--- src/hdl/gdfw_pkg.sv ---
// Shared constants and types for the depth-first graph walk block.
package gdfw_pkg;

    localparam int MAX_VERTICES_DEF = 32;
    localparam int MAX_EDGES_DEF    = 128;
    localparam int RESULT_CAP       = 64;
    localparam int TIME_W           = 6;

    localparam logic [1:0] CMD_ADD   = 2'd0;
    localparam logic [1:0] CMD_WALK  = 2'd1;
    localparam logic [1:0] CMD_CLEAR = 2'd2;
    localparam logic [1:0] CMD_SPARE = 2'd3;

    localparam logic [1:0] KIND_DISC = 2'd0;
    localparam logic [1:0] KIND_TIME = 2'd1;
    localparam logic [1:0] KIND_ACK  = 2'd2;

    localparam logic [1:0] ST_OK    = 2'd0;
    localparam logic [1:0] ST_FULL  = 2'd1;
    localparam logic [1:0] ST_RANGE = 2'd2;

    typedef enum logic [3:0] {
        S_IDLE,
        S_ADD_RD,
        S_ADD_WR,
        S_ADD_LINK,
        S_ACK,
        S_W_INIT,
        S_W_TOP,
        S_W_STEP,
        S_W_EDGE,
        S_W_PUSH,
        S_W_POP,
        S_R_RD,
        S_R_EMIT
    } t_state;

endpackage

--- src/hdl/gdfw_edge_store.sv ---
// Edge pool: head vertex and next-edge link per edge, one write and one read port.
module gdfw_edge_store #(
    parameter int MAX_EDGES = gdfw_pkg::MAX_EDGES_DEF,
    parameter int VW        = 5
) (
    input  logic                           i_clk,
    input  logic                           i_wr_head_en,
    input  logic                           i_wr_link_en,
    input  logic [$clog2(MAX_EDGES)-1:0]   i_wr_addr,
    input  logic [VW-1:0]                  i_wr_head,
    input  logic [$clog2(MAX_EDGES+1)-1:0] i_wr_link,
    input  logic                           i_rd_en,
    input  logic [$clog2(MAX_EDGES)-1:0]   i_rd_addr,
    output logic [VW-1:0]                  o_rd_head,
    output logic [$clog2(MAX_EDGES+1)-1:0] o_rd_link
);

    localparam int EW = $clog2(MAX_EDGES + 1);

    logic [VW-1:0] head_mem [MAX_EDGES];
    logic [EW-1:0] link_mem [MAX_EDGES];

    always_ff @(posedge i_clk) begin
        if (i_wr_head_en) begin
            head_mem[i_wr_addr] <= i_wr_head;
        end
        if (i_wr_link_en) begin
            link_mem[i_wr_addr] <= i_wr_link;
        end
        if (i_rd_en) begin
            o_rd_head <= head_mem[i_rd_addr];
            o_rd_link <= link_mem[i_rd_addr];
        end
    end

endmodule

--- src/hdl/graph_depth_first_walk_top.sv ---
// Top level of the depth-first graph walk block.
//
// Holds a directed graph as per-vertex edge lists and walks it depth first.
// One item is in work at a time; the input is ready only while idle. An edge
// add reads the list ends, writes the edge and list ends, links the old tail
// when the list has one, then loads its acknowledgement; clear, unused
// commands and rejected items load it directly. A walk emits the source,
// tests each edge of the top vertex, emits each vertex it discovers, finishes
// each vertex whose list is done, then emits a time record per vertex; a
// record waits while the receiver holds the output register, but past the
// record cap it is dropped. Each step reads the edge pool, list-end, stack or
// time memory through a register. Visited marks and list-valid bits are
// flip-flops, so no clearing pass is needed after reset, clear or walk start.
module graph_depth_first_walk_top #(
    parameter int MAX_VERTICES = gdfw_pkg::MAX_VERTICES_DEF,
    parameter int MAX_EDGES    = gdfw_pkg::MAX_EDGES_DEF
) (
    input  logic       i_clk,
    input  logic       i_rst_n,
    input  logic       i_cfg_we,
    input  logic [5:0] i_cfg_data,
    input  logic       i_in_valid,
    output logic       o_in_ready,
    input  logic [1:0] i_cmd,
    input  logic [4:0] i_from_vertex,
    input  logic [4:0] i_to_vertex,
    input  logic [4:0] i_source_vertex,
    output logic       o_out_valid,
    input  logic       i_out_ready,
    output logic [1:0] o_record_kind,
    output logic [4:0] o_vertex_id,
    output logic       o_reached,
    output logic [5:0] o_discover_time,
    output logic [5:0] o_finish_time,
    output logic [1:0] o_status,
    output logic       o_last
);

    localparam int VW = $clog2(MAX_VERTICES);
    localparam int CW = $clog2(MAX_VERTICES + 1);
    localparam int EA = $clog2(MAX_EDGES);
    localparam int EW = $clog2(MAX_EDGES + 1);
    localparam int TW = gdfw_pkg::TIME_W;
    localparam logic [EW-1:0] NIL = EW'(MAX_EDGES);
    localparam logic [CW-1:0] VMAX = CW'(MAX_VERTICES);
    localparam logic [6:0] CAP = 7'(gdfw_pkg::RESULT_CAP);

    // control and bookkeeping
    gdfw_pkg::t_state r_state, n_state;
    logic [5:0]        r_vcount;
    logic [VW-1:0]     r_a, n_a;
    logic [VW-1:0]     r_b, n_b;
    logic [1:0]        r_ack_stat, n_ack_stat;
    logic [EW-1:0]     r_used, n_used;
    logic [MAX_VERTICES-1:0] r_lv, r_vis;
    logic [CW-1:0]     r_cnt, n_cnt;
    logic [CW-1:0]     r_depth, n_depth;
    logic [TW-1:0]     r_time, n_time;
    logic [VW-1:0]     r_top_v, n_top_v;
    logic [EW-1:0]     r_top_cur, n_top_cur;
    logic [6:0]        r_n, n_n;
    logic [CW-1:0]     r_ri, n_ri;

    // output register
    logic       r_o_valid;
    logic [1:0] r_o_kind;
    logic [4:0] r_o_vid;
    logic       r_o_reach;
    logic [5:0] r_o_disc, r_o_fin;
    logic [1:0] r_o_stat;
    logic       r_o_last;

    // memories
    logic [EW-1:0] lf_mem [MAX_VERTICES];
    logic [EW-1:0] ll_mem [MAX_VERTICES];
    logic [TW-1:0] disc_mem [MAX_VERTICES];
    logic [TW-1:0] fin_mem [MAX_VERTICES];
    logic [VW-1:0] stv_mem [MAX_VERTICES];
    logic [EW-1:0] stc_mem [MAX_VERTICES];
    logic [EW-1:0] r_lf_rd, r_ll_rd;
    logic          r_lv_rd;
    logic [TW-1:0] r_disc_rd, r_fin_rd;
    logic [VW-1:0] r_stv_rd;
    logic [EW-1:0] r_stc_rd;
    logic [VW-1:0] ed_head;
    logic [EW-1:0] ed_link;

    // combinational controls
    logic          l_rd_en, lf_we, ll_we, lv_clr, lv_set;
    logic [VW-1:0] l_rd_addr, l_wa;
    logic          ed_head_we, ed_link_we, ed_rd_en;
    logic [EA-1:0] ed_wa, ed_ra;
    logic [EW-1:0] ed_wlink;
    logic          dw_en, fw_en, t_rd_en;
    logic [VW-1:0] t_wa, t_ra;
    logic [TW-1:0] t_wd;
    logic          st_we, st_rd_en;
    logic [VW-1:0] st_wa, st_ra;
    logic          vis_clr, vis_set;
    logic [VW-1:0] vis_addr;
    logic [MAX_VERTICES-1:0] vis_onehot;
    logic          e_load;
    logic [1:0]    e_kind, e_stat;
    logic [4:0]    e_vid;
    logic          e_reach, e_final;
    logic [TW-1:0] e_disc, e_fin;
    logic          slot_free, capped, emit_go;
    logic [CW-1:0] eff;
    logic          a_ok, b_ok, s_ok, w_new;
    logic [TW-1:0] time_inc;

    assign eff = ({3'b0, r_vcount} > 9'(MAX_VERTICES)) ? VMAX : CW'(r_vcount);
    assign a_ok = {4'b0, i_from_vertex} < 9'(eff);
    assign b_ok = {4'b0, i_to_vertex} < 9'(eff);
    assign s_ok = {4'b0, i_source_vertex} < 9'(eff);
    assign slot_free = !r_o_valid || i_out_ready;
    assign capped = (r_n >= CAP);
    assign emit_go = slot_free || capped;
    assign time_inc = r_time + TW'(1);
    assign w_new = (CW'(ed_head) < r_cnt) && !r_vis[ed_head] && (r_depth < VMAX);
    assign o_in_ready = (r_state == gdfw_pkg::S_IDLE);
    assign vis_onehot = {{(MAX_VERTICES-1){1'b0}}, 1'b1} << vis_addr;

    always_comb begin
        n_state    = r_state;
        n_a        = r_a;
        n_b        = r_b;
        n_ack_stat = r_ack_stat;
        n_used     = r_used;
        n_cnt      = r_cnt;
        n_depth    = r_depth;
        n_time     = r_time;
        n_top_v    = r_top_v;
        n_top_cur  = r_top_cur;
        n_n        = r_n;
        n_ri       = r_ri;
        l_rd_en    = 1'b0;
        l_rd_addr  = r_a;
        lf_we      = 1'b0;
        ll_we      = 1'b0;
        l_wa       = r_a;
        lv_clr     = 1'b0;
        lv_set     = 1'b0;
        ed_head_we = 1'b0;
        ed_link_we = 1'b0;
        ed_wa      = r_used[EA-1:0];
        ed_wlink   = NIL;
        ed_rd_en   = 1'b0;
        ed_ra      = r_top_cur[EA-1:0];
        dw_en      = 1'b0;
        fw_en      = 1'b0;
        t_wa       = r_top_v;
        t_wd       = time_inc;
        t_rd_en    = 1'b0;
        t_ra       = VW'(r_ri);
        st_we      = 1'b0;
        st_wa      = VW'(r_depth - CW'(1));
        st_rd_en   = 1'b0;
        st_ra      = VW'(r_depth - CW'(2));
        vis_clr    = 1'b0;
        vis_set    = 1'b0;
        vis_addr   = ed_head;
        e_load     = 1'b0;
        e_kind     = gdfw_pkg::KIND_ACK;
        e_vid      = 5'd0;
        e_reach    = 1'b0;
        e_disc     = '0;
        e_fin      = '0;
        e_stat     = r_ack_stat;
        e_final    = 1'b0;

        unique case (r_state)
            gdfw_pkg::S_IDLE: begin
                if (i_in_valid) begin
                    n_cnt      = eff;
                    n_n        = '0;
                    n_ack_stat = gdfw_pkg::ST_OK;
                    priority if (i_cmd == gdfw_pkg::CMD_ADD) begin
                        n_a = VW'(i_from_vertex);
                        n_b = VW'(i_to_vertex);
                        priority if (!a_ok || !b_ok) begin
                            n_ack_stat = gdfw_pkg::ST_RANGE;
                            n_state    = gdfw_pkg::S_ACK;
                        end else if (r_used == NIL) begin
                            n_ack_stat = gdfw_pkg::ST_FULL;
                            n_state    = gdfw_pkg::S_ACK;
                        end else begin
                            l_rd_en   = 1'b1;
                            l_rd_addr = VW'(i_from_vertex);
                            n_state   = gdfw_pkg::S_ADD_RD;
                        end
                    end else if (i_cmd == gdfw_pkg::CMD_WALK) begin
                        n_a = VW'(i_source_vertex);
                        if (s_ok) begin
                            n_state = gdfw_pkg::S_W_INIT;
                        end else begin
                            n_ack_stat = gdfw_pkg::ST_RANGE;
                            n_state    = gdfw_pkg::S_ACK;
                        end
                    end else if (i_cmd == gdfw_pkg::CMD_CLEAR) begin
                        lv_clr  = 1'b1;
                        n_used  = '0;
                        n_state = gdfw_pkg::S_ACK;
                    end else begin
                        n_state = gdfw_pkg::S_ACK;
                    end
                end
            end
            gdfw_pkg::S_ADD_RD: begin
                n_state = gdfw_pkg::S_ADD_WR;
            end
            gdfw_pkg::S_ADD_WR: begin
                ed_head_we = 1'b1;
                ed_link_we = 1'b1;
                lf_we      = !r_lv_rd;
                ll_we      = 1'b1;
                lv_set     = 1'b1;
                n_state    = r_lv_rd ? gdfw_pkg::S_ADD_LINK : gdfw_pkg::S_ACK;
                if (!r_lv_rd) begin
                    n_used = r_used + EW'(1);
                end
            end
            gdfw_pkg::S_ADD_LINK: begin
                // chain the previous tail of this list to the new edge
                ed_link_we = 1'b1;
                ed_wa      = r_ll_rd[EA-1:0];
                ed_wlink   = r_used;
                n_used     = r_used + EW'(1);
                n_state    = gdfw_pkg::S_ACK;
            end
            gdfw_pkg::S_ACK: begin
                if (slot_free) begin
                    e_load  = 1'b1;
                    e_final = 1'b1;
                    n_state = gdfw_pkg::S_IDLE;
                end
            end
            gdfw_pkg::S_W_INIT: begin
                if (emit_go) begin
                    vis_clr   = 1'b1;
                    vis_set   = 1'b1;
                    vis_addr  = r_a;
                    n_time    = '0;
                    dw_en     = 1'b1;
                    t_wa      = r_a;
                    t_wd      = '0;
                    l_rd_en   = 1'b1;
                    e_load    = 1'b1;
                    e_kind    = gdfw_pkg::KIND_DISC;
                    e_vid     = 5'(r_a);
                    e_reach   = 1'b1;
                    e_stat    = gdfw_pkg::ST_OK;
                    n_state   = gdfw_pkg::S_W_TOP;
                end
            end
            gdfw_pkg::S_W_TOP: begin
                n_top_v   = r_a;
                n_top_cur = r_lv_rd ? r_lf_rd : NIL;
                n_depth   = CW'(1);
                n_state   = gdfw_pkg::S_W_STEP;
            end
            gdfw_pkg::S_W_STEP: begin
                if (r_top_cur >= NIL) begin
                    // list exhausted: finish the top vertex and pop
                    n_time  = time_inc;
                    fw_en   = 1'b1;
                    n_depth = r_depth - CW'(1);
                    if (r_depth == CW'(1)) begin
                        n_ri    = '0;
                        n_state = gdfw_pkg::S_R_RD;
                    end else begin
                        st_rd_en = 1'b1;
                        n_state  = gdfw_pkg::S_W_POP;
                    end
                end else begin
                    ed_rd_en = 1'b1;
                    n_state  = gdfw_pkg::S_W_EDGE;
                end
            end
            gdfw_pkg::S_W_EDGE: begin
                if (!w_new) begin
                    n_top_cur = ed_link;
                    n_state   = gdfw_pkg::S_W_STEP;
                end else if (emit_go) begin
                    vis_set   = 1'b1;
                    n_time    = time_inc;
                    dw_en     = 1'b1;
                    t_wa      = ed_head;
                    st_we     = 1'b1;
                    n_top_v   = ed_head;
                    n_a       = ed_head;
                    l_rd_en   = 1'b1;
                    l_rd_addr = ed_head;
                    e_load    = 1'b1;
                    e_kind    = gdfw_pkg::KIND_DISC;
                    e_vid     = 5'(ed_head);
                    e_reach   = 1'b1;
                    e_disc    = time_inc;
                    e_stat    = gdfw_pkg::ST_OK;
                    n_state   = gdfw_pkg::S_W_PUSH;
                end
            end
            gdfw_pkg::S_W_PUSH: begin
                n_top_cur = r_lv_rd ? r_lf_rd : NIL;
                n_depth   = r_depth + CW'(1);
                n_state   = gdfw_pkg::S_W_STEP;
            end
            gdfw_pkg::S_W_POP: begin
                n_top_v   = r_stv_rd;
                n_top_cur = r_stc_rd;
                n_state   = gdfw_pkg::S_W_STEP;
            end
            gdfw_pkg::S_R_RD: begin
                t_rd_en = 1'b1;
                n_state = gdfw_pkg::S_R_EMIT;
            end
            gdfw_pkg::S_R_EMIT: begin
                if (emit_go) begin
                    e_load  = 1'b1;
                    e_kind  = gdfw_pkg::KIND_TIME;
                    e_vid   = 5'(r_ri);
                    e_reach = r_vis[VW'(r_ri)];
                    e_disc  = r_vis[VW'(r_ri)] ? r_disc_rd : '0;
                    e_fin   = r_vis[VW'(r_ri)] ? r_fin_rd : '0;
                    e_stat  = gdfw_pkg::ST_OK;
                    e_final = (r_ri == r_cnt - CW'(1));
                    n_ri    = r_ri + CW'(1);
                    n_state = e_final ? gdfw_pkg::S_IDLE : gdfw_pkg::S_R_RD;
                end
            end
            default: n_state = gdfw_pkg::S_IDLE;
        endcase

        if (e_load && !capped) begin
            n_n = r_n + 7'd1;
        end
    end

    always_ff @(posedge i_clk) begin
        if (!i_rst_n) begin
            r_state  <= gdfw_pkg::S_IDLE;
            r_vcount <= 6'd32;
            r_used   <= '0;
            r_lv     <= '0;
            r_vis    <= '0;
            r_depth  <= '0;
            r_time   <= '0;
            r_n      <= '0;
            r_ri     <= '0;
        end else begin
            r_state <= n_state;
            if (i_cfg_we) begin
                r_vcount <= i_cfg_data;
            end
            r_used  <= n_used;
            r_depth <= n_depth;
            r_time  <= n_time;
            r_n     <= n_n;
            r_ri    <= n_ri;
            if (lv_clr) begin
                r_lv <= '0;
            end else if (lv_set) begin
                r_lv[l_wa] <= 1'b1;
            end
            // a new walk keeps only the source mark
            if (vis_clr) begin
                r_vis <= vis_onehot;
            end else if (vis_set) begin
                r_vis <= r_vis | vis_onehot;
            end
        end
    end

    always_ff @(posedge i_clk) begin
        r_a        <= n_a;
        r_b        <= n_b;
        r_ack_stat <= n_ack_stat;
        r_cnt      <= n_cnt;
        r_top_v    <= n_top_v;
        r_top_cur  <= n_top_cur;
    end

    // output register
    always_ff @(posedge i_clk) begin
        if (!i_rst_n) begin
            r_o_valid <= 1'b0;
        end else if (e_load && !capped) begin
            r_o_valid <= 1'b1;
        end else if (i_out_ready) begin
            r_o_valid <= 1'b0;
        end
    end

    always_ff @(posedge i_clk) begin
        if (e_load && !capped) begin
            r_o_kind  <= e_kind;
            r_o_vid   <= e_vid;
            r_o_reach <= e_reach;
            r_o_disc  <= e_disc;
            r_o_fin   <= e_fin;
            r_o_stat  <= e_stat;
            r_o_last  <= e_final || (r_n == CAP - 7'd1);
        end
    end

    // list ends
    always_ff @(posedge i_clk) begin
        if (lf_we) begin
            lf_mem[l_wa] <= r_used;
        end
        if (ll_we) begin
            ll_mem[l_wa] <= r_used;
        end
        if (l_rd_en) begin
            r_lf_rd <= lf_mem[l_rd_addr];
            r_ll_rd <= ll_mem[l_rd_addr];
            r_lv_rd <= r_lv[l_rd_addr];
        end
    end

    // discovery and finish times
    always_ff @(posedge i_clk) begin
        if (dw_en) begin
            disc_mem[t_wa] <= t_wd;
        end
        if (fw_en) begin
            fin_mem[t_wa] <= t_wd;
        end
        if (t_rd_en) begin
            r_disc_rd <= disc_mem[t_ra];
            r_fin_rd  <= fin_mem[t_ra];
        end
    end

    // walk stack below the top entry, which lives in r_top_v / r_top_cur
    always_ff @(posedge i_clk) begin
        if (st_we) begin
            stv_mem[st_wa] <= r_top_v;
            stc_mem[st_wa] <= ed_link;
        end
        if (st_rd_en) begin
            r_stv_rd <= stv_mem[st_ra];
            r_stc_rd <= stc_mem[st_ra];
        end
    end

    gdfw_edge_store #(
        .MAX_EDGES (MAX_EDGES),
        .VW        (VW)
    ) u_edges (
        .i_clk        (i_clk),
        .i_wr_head_en (ed_head_we),
        .i_wr_link_en (ed_link_we),
        .i_wr_addr    (ed_wa),
        .i_wr_head    (r_b),
        .i_wr_link    (ed_wlink),
        .i_rd_en      (ed_rd_en),
        .i_rd_addr    (ed_ra),
        .o_rd_head    (ed_head),
        .o_rd_link    (ed_link)
    );

    assign o_out_valid     = r_o_valid;
    assign o_record_kind   = r_o_kind;
    assign o_vertex_id     = r_o_vid;
    assign o_reached       = r_o_reach;
    assign o_discover_time = r_o_disc;
    assign o_finish_time   = r_o_fin;
    assign o_status        = r_o_stat;
    assign o_last          = r_o_last;

`ifndef NO_ASSERTIONS
    a_depth_bound: assert property (@(posedge i_clk) disable iff (!i_rst_n)
        r_depth <= VMAX)
        else $error("walk stack deeper than vertex count");

    a_idle_empty: assert property (@(posedge i_clk) disable iff (!i_rst_n)
        o_in_ready |-> (r_depth == '0))
        else $error("walk stack not empty while idle");

    a_no_revisit: assert property (@(posedge i_clk) disable iff (!i_rst_n)
        (r_state == gdfw_pkg::S_W_EDGE && vis_set) |-> !r_vis[ed_head])
        else $error("vertex discovered twice");

    a_pool_bound: assert property (@(posedge i_clk) disable iff (!i_rst_n)
        r_used <= NIL)
        else $error("edge count beyond pool size");
`endif

endmodule

--- config.mk ---
export PLATFORM = sky130hd
export DESIGN_NAME = graph_depth_first_walk_top
export DESIGN_NICKNAME = d
export VERILOG_FILES = /design/src/hdl/gdfw_pkg.sv /design/src/hdl/gdfw_edge_store.sv /design/src/hdl/graph_depth_first_walk_top.sv
export SDC_FILE = /design/constraint.sdc
export NUM_CORES = 2
export LEC_CHECK = 0
export BUFFER_PORTS_ARGS = -buffer_cell sky130_fd_sc_hd__buf_2
export CORE_MARGIN = 1.5
export CORE_UTILIZATION = 38
export DETAILED_ROUTE_END_ITERATION = 6
export PLACE_DENSITY = 0.6
export SLEW_MARGIN = 25
export SYNTH_ARGS = -nofsm -noshare
export SYNTH_HDL_FRONTEND = slang
export SYNTH_SLANG_ARGS = --single-unit
--- constraint.sdc ---
create_clock -name i_clk -period 5.35 [get_ports i_clk]
set_clock_uncertainty 0.2 [all_clocks]
set_input_delay 0.8025 -clock i_clk [delete_from_list [all_inputs] [get_ports i_clk]]
set_output_delay 0.8025 -clock i_clk [all_outputs]
set_load 0.02 [all_outputs]
-- After elaboration in Yosys (flattened, before gate mapping)
Memory sizes are Yosys's and may differ from the RTL's. A register that Yosys moved wholly into a read port is not among the register bits.
Cells that the tools add are included.
- bits in registers: 163
- bits in latches: 0
- RAM bits: 2976
- bits in read-only memories: 0
- bits of input ports: 28
- output and inout bits: 25
- logic and storage cells: 273
- memories: 8
- $add $sub $neg: 8
- multiply operators: 0
- divide/modulo/power cells: 0
- magnitude comparators: 13
- equality and inequality tests: 33
- shifts and indexed selects: 1
- mux-type cells: 140
- bitwise operators: 3
- reduce and logical (&&, ||, !) cells: 43
- memory list (memory ; depth ; width ; read ports ; clocked after Yosys merged registers in ; wr ports ; RTL line ; RTL):
    u_edges.link_mem ; 128 ; 8 ; 1 ; 1 ; 1 ; gdfw_edge_store.sv:21 ; logic [EW-1:0] link_mem [MAX_EDGES];
    u_edges.head_mem ; 128 ; 5 ; 1 ; 1 ; 1 ; gdfw_edge_store.sv:20 ; logic [VW-1:0] head_mem [MAX_EDGES];
    lf_mem ; 32 ; 8 ; 1 ; 1 ; 1 ; graph_depth_first_walk_top.sv:74 ; logic [EW-1:0] lf_mem [MAX_VERTICES];
    ll_mem ; 32 ; 8 ; 1 ; 1 ; 1 ; graph_depth_first_walk_top.sv:75 ; logic [EW-1:0] ll_mem [MAX_VERTICES];
    stc_mem ; 32 ; 8 ; 1 ; 1 ; 1 ; graph_depth_first_walk_top.sv:79 ; logic [EW-1:0] stc_mem [MAX_VERTICES];
    disc_mem ; 32 ; 6 ; 1 ; 1 ; 1 ; graph_depth_first_walk_top.sv:76 ; logic [TW-1:0] disc_mem [MAX_VERTICES];
    +2 memories ; -- ; -- ; -- ; -- ; -- ; -- ;
- operator list (operator ; count):
    2-to-1 mux 5 bit ; 18
    2-to-1 mux 6 bit ; 15
    2-to-1 mux 32 bit ; 2
    2-to-1 mux 8 bit ; 8
    OR 32 bit ; 2
    2-to-1 mux 1 bit ; 48
    case mux 8 bit (3 select lines) ; 2
    case mux 4 bit (11 select lines) ; 1
    2-to-1 mux 4 bit ; 10
    case mux 6 bit (3 select lines) ; 2
    << shifter 1 x 5 -> 32 bit, first input constant ; 1
    case mux 5 bit (2 select lines) ; 3
    case mux 5 bit (3 select lines) ; 2
    2-to-1 mux 7 bit ; 4
    < comparator 5 x 6 -> 1 bit ; 4
    < comparator 5 x 6 -> 1 bit, second input constant ; 4
    != test 2 bit, second input constant ; 12
    case mux 6 bit (2 select lines) ; 2
    == test 4 bit, second input constant ; 5
    adder 6 x 1 -> 6 bit, second input constant ; 3
    2-to-1 mux 2 bit ; 9
    == test 4 x 3 -> 1 bit, second input constant ; 4
    binary-select mux 1 bit (select 5 bit) ; 3
    nonzero test 3 bit ; 5
    other kinds (40) ; 72

-- Logic depth before layout (Yosys ltp)
- word-level depth: 11
- depth in mapped cells: 17
- mapped depth without buffers: 12

-- Hierarchy
Synthesis repeated with hierarchy kept, for this count alone.
- cell total of the unflattened synthesis: 6008
- area, all modules: 124553.2 sq um
- by module, submodules not included (module ; times used ; cells each ; area each (sq um) ; seq. area each (sq um)):
    gdfw_edge_store ; 1 ; 2691 ; 64618.2 ; 50358.3
    graph_depth_first_walk_top ; 1 ; 3317 ; 59935.0 ; 43451.7

-- Worst setup path before layout
Ideal clock, no wire load.
- path kind: register to register
- from: reg r_used[1]
- to: mem u_edges.link_mem[0][1] (netlist name) (data pin)
- setup time: 0.798 ns
- arrival time: 4.421 ns
- required time: 4.352 ns
- slack: -0.069 ns
- cell stages (with the launch flop): 3
- buffers on the path: 0
- clock period less this slack: 5.419 ns
- path through: dfxtp_1 inv_1 nor2_1
- word-level cells in the longest chain between the ends: 1
- ends and longest elaborated chain (element ; RTL line ; RTL):
    start, declared ; graph_depth_first_walk_top.sv:54 ; logic [EW-1:0] r_used, n_used;
    start signal, assigned ; graph_depth_first_walk_top.sv:355 ; r_used <= n_used;
    2-to-1 mux 8 bit ; graph_depth_first_walk_top.sv:172 ; unique case (r_state)
    named net ed_wlink[1] ; graph_depth_first_walk_top.sv:93 ; logic [EW-1:0] ed_wlink;
    end, declared ; gdfw_edge_store.sv:21 ;
The timed path passes the listed nets, and every way through them passes these cells.

-- Final worst setup path
- from: reg u_edges.o_rd_head[0], read port of u_edges.head_mem
- to: reg r_ll_rd[3], read port of ll_mem (data pin)
- word-level cells in the longest chain between the ends: 7
- elaborated cells on any way between the ends: 11
- classes of those cells: order compare: 1; mux: 7; reduce/logical: 3
- ends and longest elaborated chain (element ; RTL line ; RTL):
    start, declared ; gdfw_edge_store.sv:14 ; output logic [VW-1:0] o_rd_head,
    binary-select mux 1 bit (select 5 bit) ; graph_depth_first_walk_top.sv:120 ; assign w_new = (CW'(ed_head) < r_cnt) && !r_vis[ed_head] && (r_depth < VMAX);
    2-to-1 mux 1 bit (implied by the code) ; graph_depth_first_walk_top.sv:120 ;
    logical NOT 1 bit ; graph_depth_first_walk_top.sv:120 ;
    logical AND 1 bit (2 in series) ; graph_depth_first_walk_top.sv:120 ;
    2-to-1 mux 1 bit or 2-to-1 mux 5 bit (tied branches) ; -- ;
    case mux 1 bit (3 select lines) or case mux 5 bit (2 select lines) (tied branches) ; graph_depth_first_walk_top.sv:172 ;
    end, declared ; graph_depth_first_walk_top.sv:80 ; logic [EW-1:0] r_lf_rd, r_ll_rd;
Several ways; a longest one is shown, not always the timed one. The select of a mux whose other input is x is not followed.
A chain may end at the register's enable or synchronous reset.

==> implementation parameters <==
Parameter                              Value

Status
  Outcome    complete, no violations

Global route
  Antenna violations before repair    9
  First-pass GRT wire length    436,000 microns
  Vias in the first global route    62,507
  Pin count of the biggest net entering global routing    129
  Global-route usage over all layers    17.7%
  Remaining global-route overflow    0

Synth
  Synthesized netlist net count    6,199
  Synthesis-stage register bit count    3,160
  Portion of the post-synthesis area used by sequential elements    75.3%
  Number of instances in the synthesized netlist    6,139
  Number of enable-type register cells in the synthesized netlist    3,052
  Share of Yosys cell area claimed by the top area cell type    73.6%
  Dominant cells by area after synthesis    sky130_fd_sc_hd__edfxtp_1 74%, sky130_fd_sc_hd__mux4_2 15%, sky130_fd_sc_hd__mux2i_1 2.2%, sky130_fd_sc_hd__dfxtp_1 1.7%, sky130_fd_sc_hd__nor2_1 1.6%
  Post-synthesis cell type count    76
  Mean Syn Cell Area    20.3 sq um
  Synth top cells by count    3,052 x sky130_fd_sc_hd__edfxtp_1, 806 x sky130_fd_sc_hd__mux4_2, 520 x sky130_fd_sc_hd__nor2_1
  Most numerous cell in the Yosys netlist    sky130_fd_sc_hd__edfxtp_1
  Dominant synthesized flop cell    sky130_fd_sc_hd__edfxtp_1
  Proportion of register bits with asynchronous set or reset after synthesis    0%
  Number of warnings printed during yosys synthesis    0
  Largest area contributor in the synthesized netlist    sky130_fd_sc_hd__edfxtp_1
  Mapped cell area    125,000 sq um

Placed design
  Placer's final routability congestion estimate    0.852
  I/O Buffers    52
  Placement-stage cell area    131,000 sq um
  Sum of net half-perimeters after detailed placement    184,000 microns

Critical path
  Cell at the slowest stage of the critical path    sky130_fd_sc_hd__edfxtp_1
  Worst R2R End    r_ll_rd[3]
  Required arrival time at the worst endpoint    5.81 ns
  Reg2Reg Launch Point    u_edges.o_rd_head[0]
  Crit end category    flop
  Largest driver fanout on the critical path    13
  Worst path cell trace    nor2b_1 > a22o_1 > nor3_1 > and4b_4 > o2111a_1 > o31a_1 > or4_1 > buf_4 > o22ai_1 > nor4_1 > buf_4 > nand2_1
  Worst setup path endpoint    r_ll_rd[3]
  Kind of critical path    reg2reg
  Slack of the worst reg-to-reg path    0.31 ns
  Startpoint Class    flop
  Depth of the most critical reg-to-reg path    12
  Cell with the most instances on the worst path    sky130_fd_sc_hd__buf_4
  Launching element of the worst setup path    u_edges.o_rd_head[0]
  Worst path max stage delay    0.66 ns
  Data arrival time of the critical path    5.51 ns

Pwr
  Internal Dissipation    40,500 uW
  Switching share of power    20.3%
  Leakage power of the design    0.0473 uW
  Sw Pwr    10,300 uW
  Combinational share of power    1.8%
  Worst supply voltage drop on vdd    357 uV
  Fraction of power consumed by the clock network    45.3%
  Post-route total power    50,800 uW
  PwrDens    357 nW/um^2
  Share of total power in sequential cells    52.9%

Layout
  Area delta synth->final    14.3%
  Post-layout instance area    142,000 sq um
  Final Util    43.6%
  Post-layout nets    6,489
  Layout cells sized above 1    25.6%

Clock network
  H-tree depth    5
  Clock net sink count    3,160
  Clock transition time at the flip-flop clock pins of the worst setup and hold paths    0.06 ns
  Quantity of gates resized following cts    0
  Clk root buf    sky130_fd_sc_hd__clkbuf_16
  CTS tree    done
  Number of buffers inserted during clock tree synthesis    331
  Number of buffers on the longest clock path    4
  Worst skew pair latency    0.92 ns

Floorplanning
  Number of top-level pins    53
  Placeable core region    327,000 sq um
  Std cell rows    210
  Initial core utilization    38.1%
  Die area    331,000 sq um
  Width of the chip    575 microns
  Vert. Die Dim    575 microns

Route
  Routed wire length    297,000 microns
  Total number of vias    61,079
  Via-to-Cell Ratio    5.53
  Antenna Violating Nets Remaining    0
  Post-route DRC    0
  Routed length per instance    26.9 microns
  First-pass iteration count of the detailed router    6
  Drt initial violations    6,349

Timing
  Unrepaired setup endpoints after global routing    false
  Final setup violation count    0
  Setup total negative slack    0 ns
  Part of the cycle the worst path needs    94.3%
  Final Critical Period    5.04 ns
  Tightest Pin Transition    1.09 ns
  Final worst hold slack    0.0694 ns
  Fmax    198 MHz
  Final Hold Viols    0
  Slew Limit Fails    0
  Tightest slew margin relative to the limit    27.3%

Job
  Max-Cap Viols    0

Hold path
  Kind of path behind the tightest hold check    in2reg
cell usage in the layout (no fill, tap or decap), types with 38 or more instances in the layout:
master                      count
sky130_fd_sc_hd__clkinv_1      59
sky130_fd_sc_hd__dfxtp_1       96
sky130_fd_sc_hd__buf_2         52
sky130_fd_sc_hd__buf_4        227
sky130_fd_sc_hd__clkbuf_1      69
sky130_fd_sc_hd__mux2i_1      273
sky130_fd_sc_hd__o22ai_1      126
sky130_fd_sc_hd__mux2_2        39
sky130_fd_sc_hd__edfxtp_1    3052
sky130_fd_sc_hd__mux4_2       806
sky130_fd_sc_hd__nand3_1       56
sky130_fd_sc_hd__o21ai_0       38
sky130_fd_sc_hd__clkbuf_16    334
sky130_fd_sc_hd__nand2_1      182
sky130_fd_sc_hd__nor2b_1       38
sky130_fd_sc_hd__clkinv_2      59
sky130_fd_sc_hd__a21oi_1       49
sky130_fd_sc_hd__nor2_1       504
sky130_fd_sc_hd__nor3_1        52
registers in the layout (all words and copies together) (netlist names), 7 cells and up:
register / count
disc_mem: 192
fin_mem: 192
lf_mem: 256
ll_mem: 224
r_lf_rd: 8
r_ll_rd: 7
r_lv: 32
r_n: 7
r_stc_rd: 8
r_top_cur: 8
r_used: 8
r_vis: 32
stc_mem: 256
stv_mem: 160
u_edges.head_mem: 640
u_edges.link_mem: 1024
u_edges.o_rd_link: 8
worst min-delay path by stage:
stage	start	endpoint	slack (ns)	cells after the start
finish	i_cfg_we	r_vcount[5]	0.07	3
global route	i_cfg_we	r_vcount[5]	0.09	3
CTS	i_cfg_we	r_vcount[5]	0.0004	3
detailed placement	r_n[5]	r_n[5]	0.24	1
global placement	r_n[5]	r_n[5]	0.24	1
floorplan	r_n[5]	r_n[5]	0.22	1
critical path, delay by kind of cell (launching register included):
family / cells / cell delay (ns)
buffers and inverters: 2 / 0.45
AOI/OAI and AO/OA: 4 / 1.28
and+or+nand+nor: 6 / 2.22
DFF: 1 / 0.66
power groups by stage:
stage / logic (uW) / registers (uW) / clock network [uW]
4_1_cts: 895 / 26900 / 23400
5_1_grt: 953 / 26900 / 24300
6_report: 895 / 26900 / 23000
3_5_place_dp: 885 / 27400 / 0
2_1_floorplan: 540 / 27400 / 0
3_3_place_gp: 875 / 27400 / 0
cell type report:
cell class,count,area [sq um]
Timing Repair Buffer,322,2700
Tap cell,4346,5440
Fill cell,27585,184000
Inverter,40,150
Multi-Input combinational cell,2574,29300
Sequential cell,3160,93800
Antenna cell,1,2.50
Clock buffer,408,8690
Clock inverter,196,2260
metal layers:
layer | GRT usage (%) | vias up | routed length, microns | share of wire (%)
met1 | 24.5 | 32556 | 126000 | 42
met5 | 0 | - | 0 | 0
met2 | 29.3 | 2190 | 145000 | 49
li1 | - | 25851 | - | -
met4 | 5.36 | 0 | 8500 | 2.9
met3 | 2.35 | 482 | 17600 | 5.9
logic make-up (layout without fill, tap and decap cells):
logic type,count (synthesis),after routing,share of synthesized area [%]
mux,1118,1118,17.1
xor+xnor,28,28,0.197
flops,3160,3160,75.3
buf+inv,405,966,1.32
other cells,0,1,0
simple gates,1034,1034,3.73
compound gates,362,362,1.96
fa+ha+maj,32,32,0.322
repair_timing:
action | in CTS | in global routing
endpoints found under the setup margin | 0 | 0
endpoints found under the hold margin | 11 | 0
buffers inserted | 0 | 0
hold buffers | 11 | 0
through the flow:
stage,setup WS (ns),cells
after floorplan,1.17,6139
after global placement,0.340,10421
after detailed placement,0.241,10424
after CTS,0.412,11039
after global routing,0.198,11047
final,0.305,11047
No activity file was read; power rests on OpenSTA's default activity.
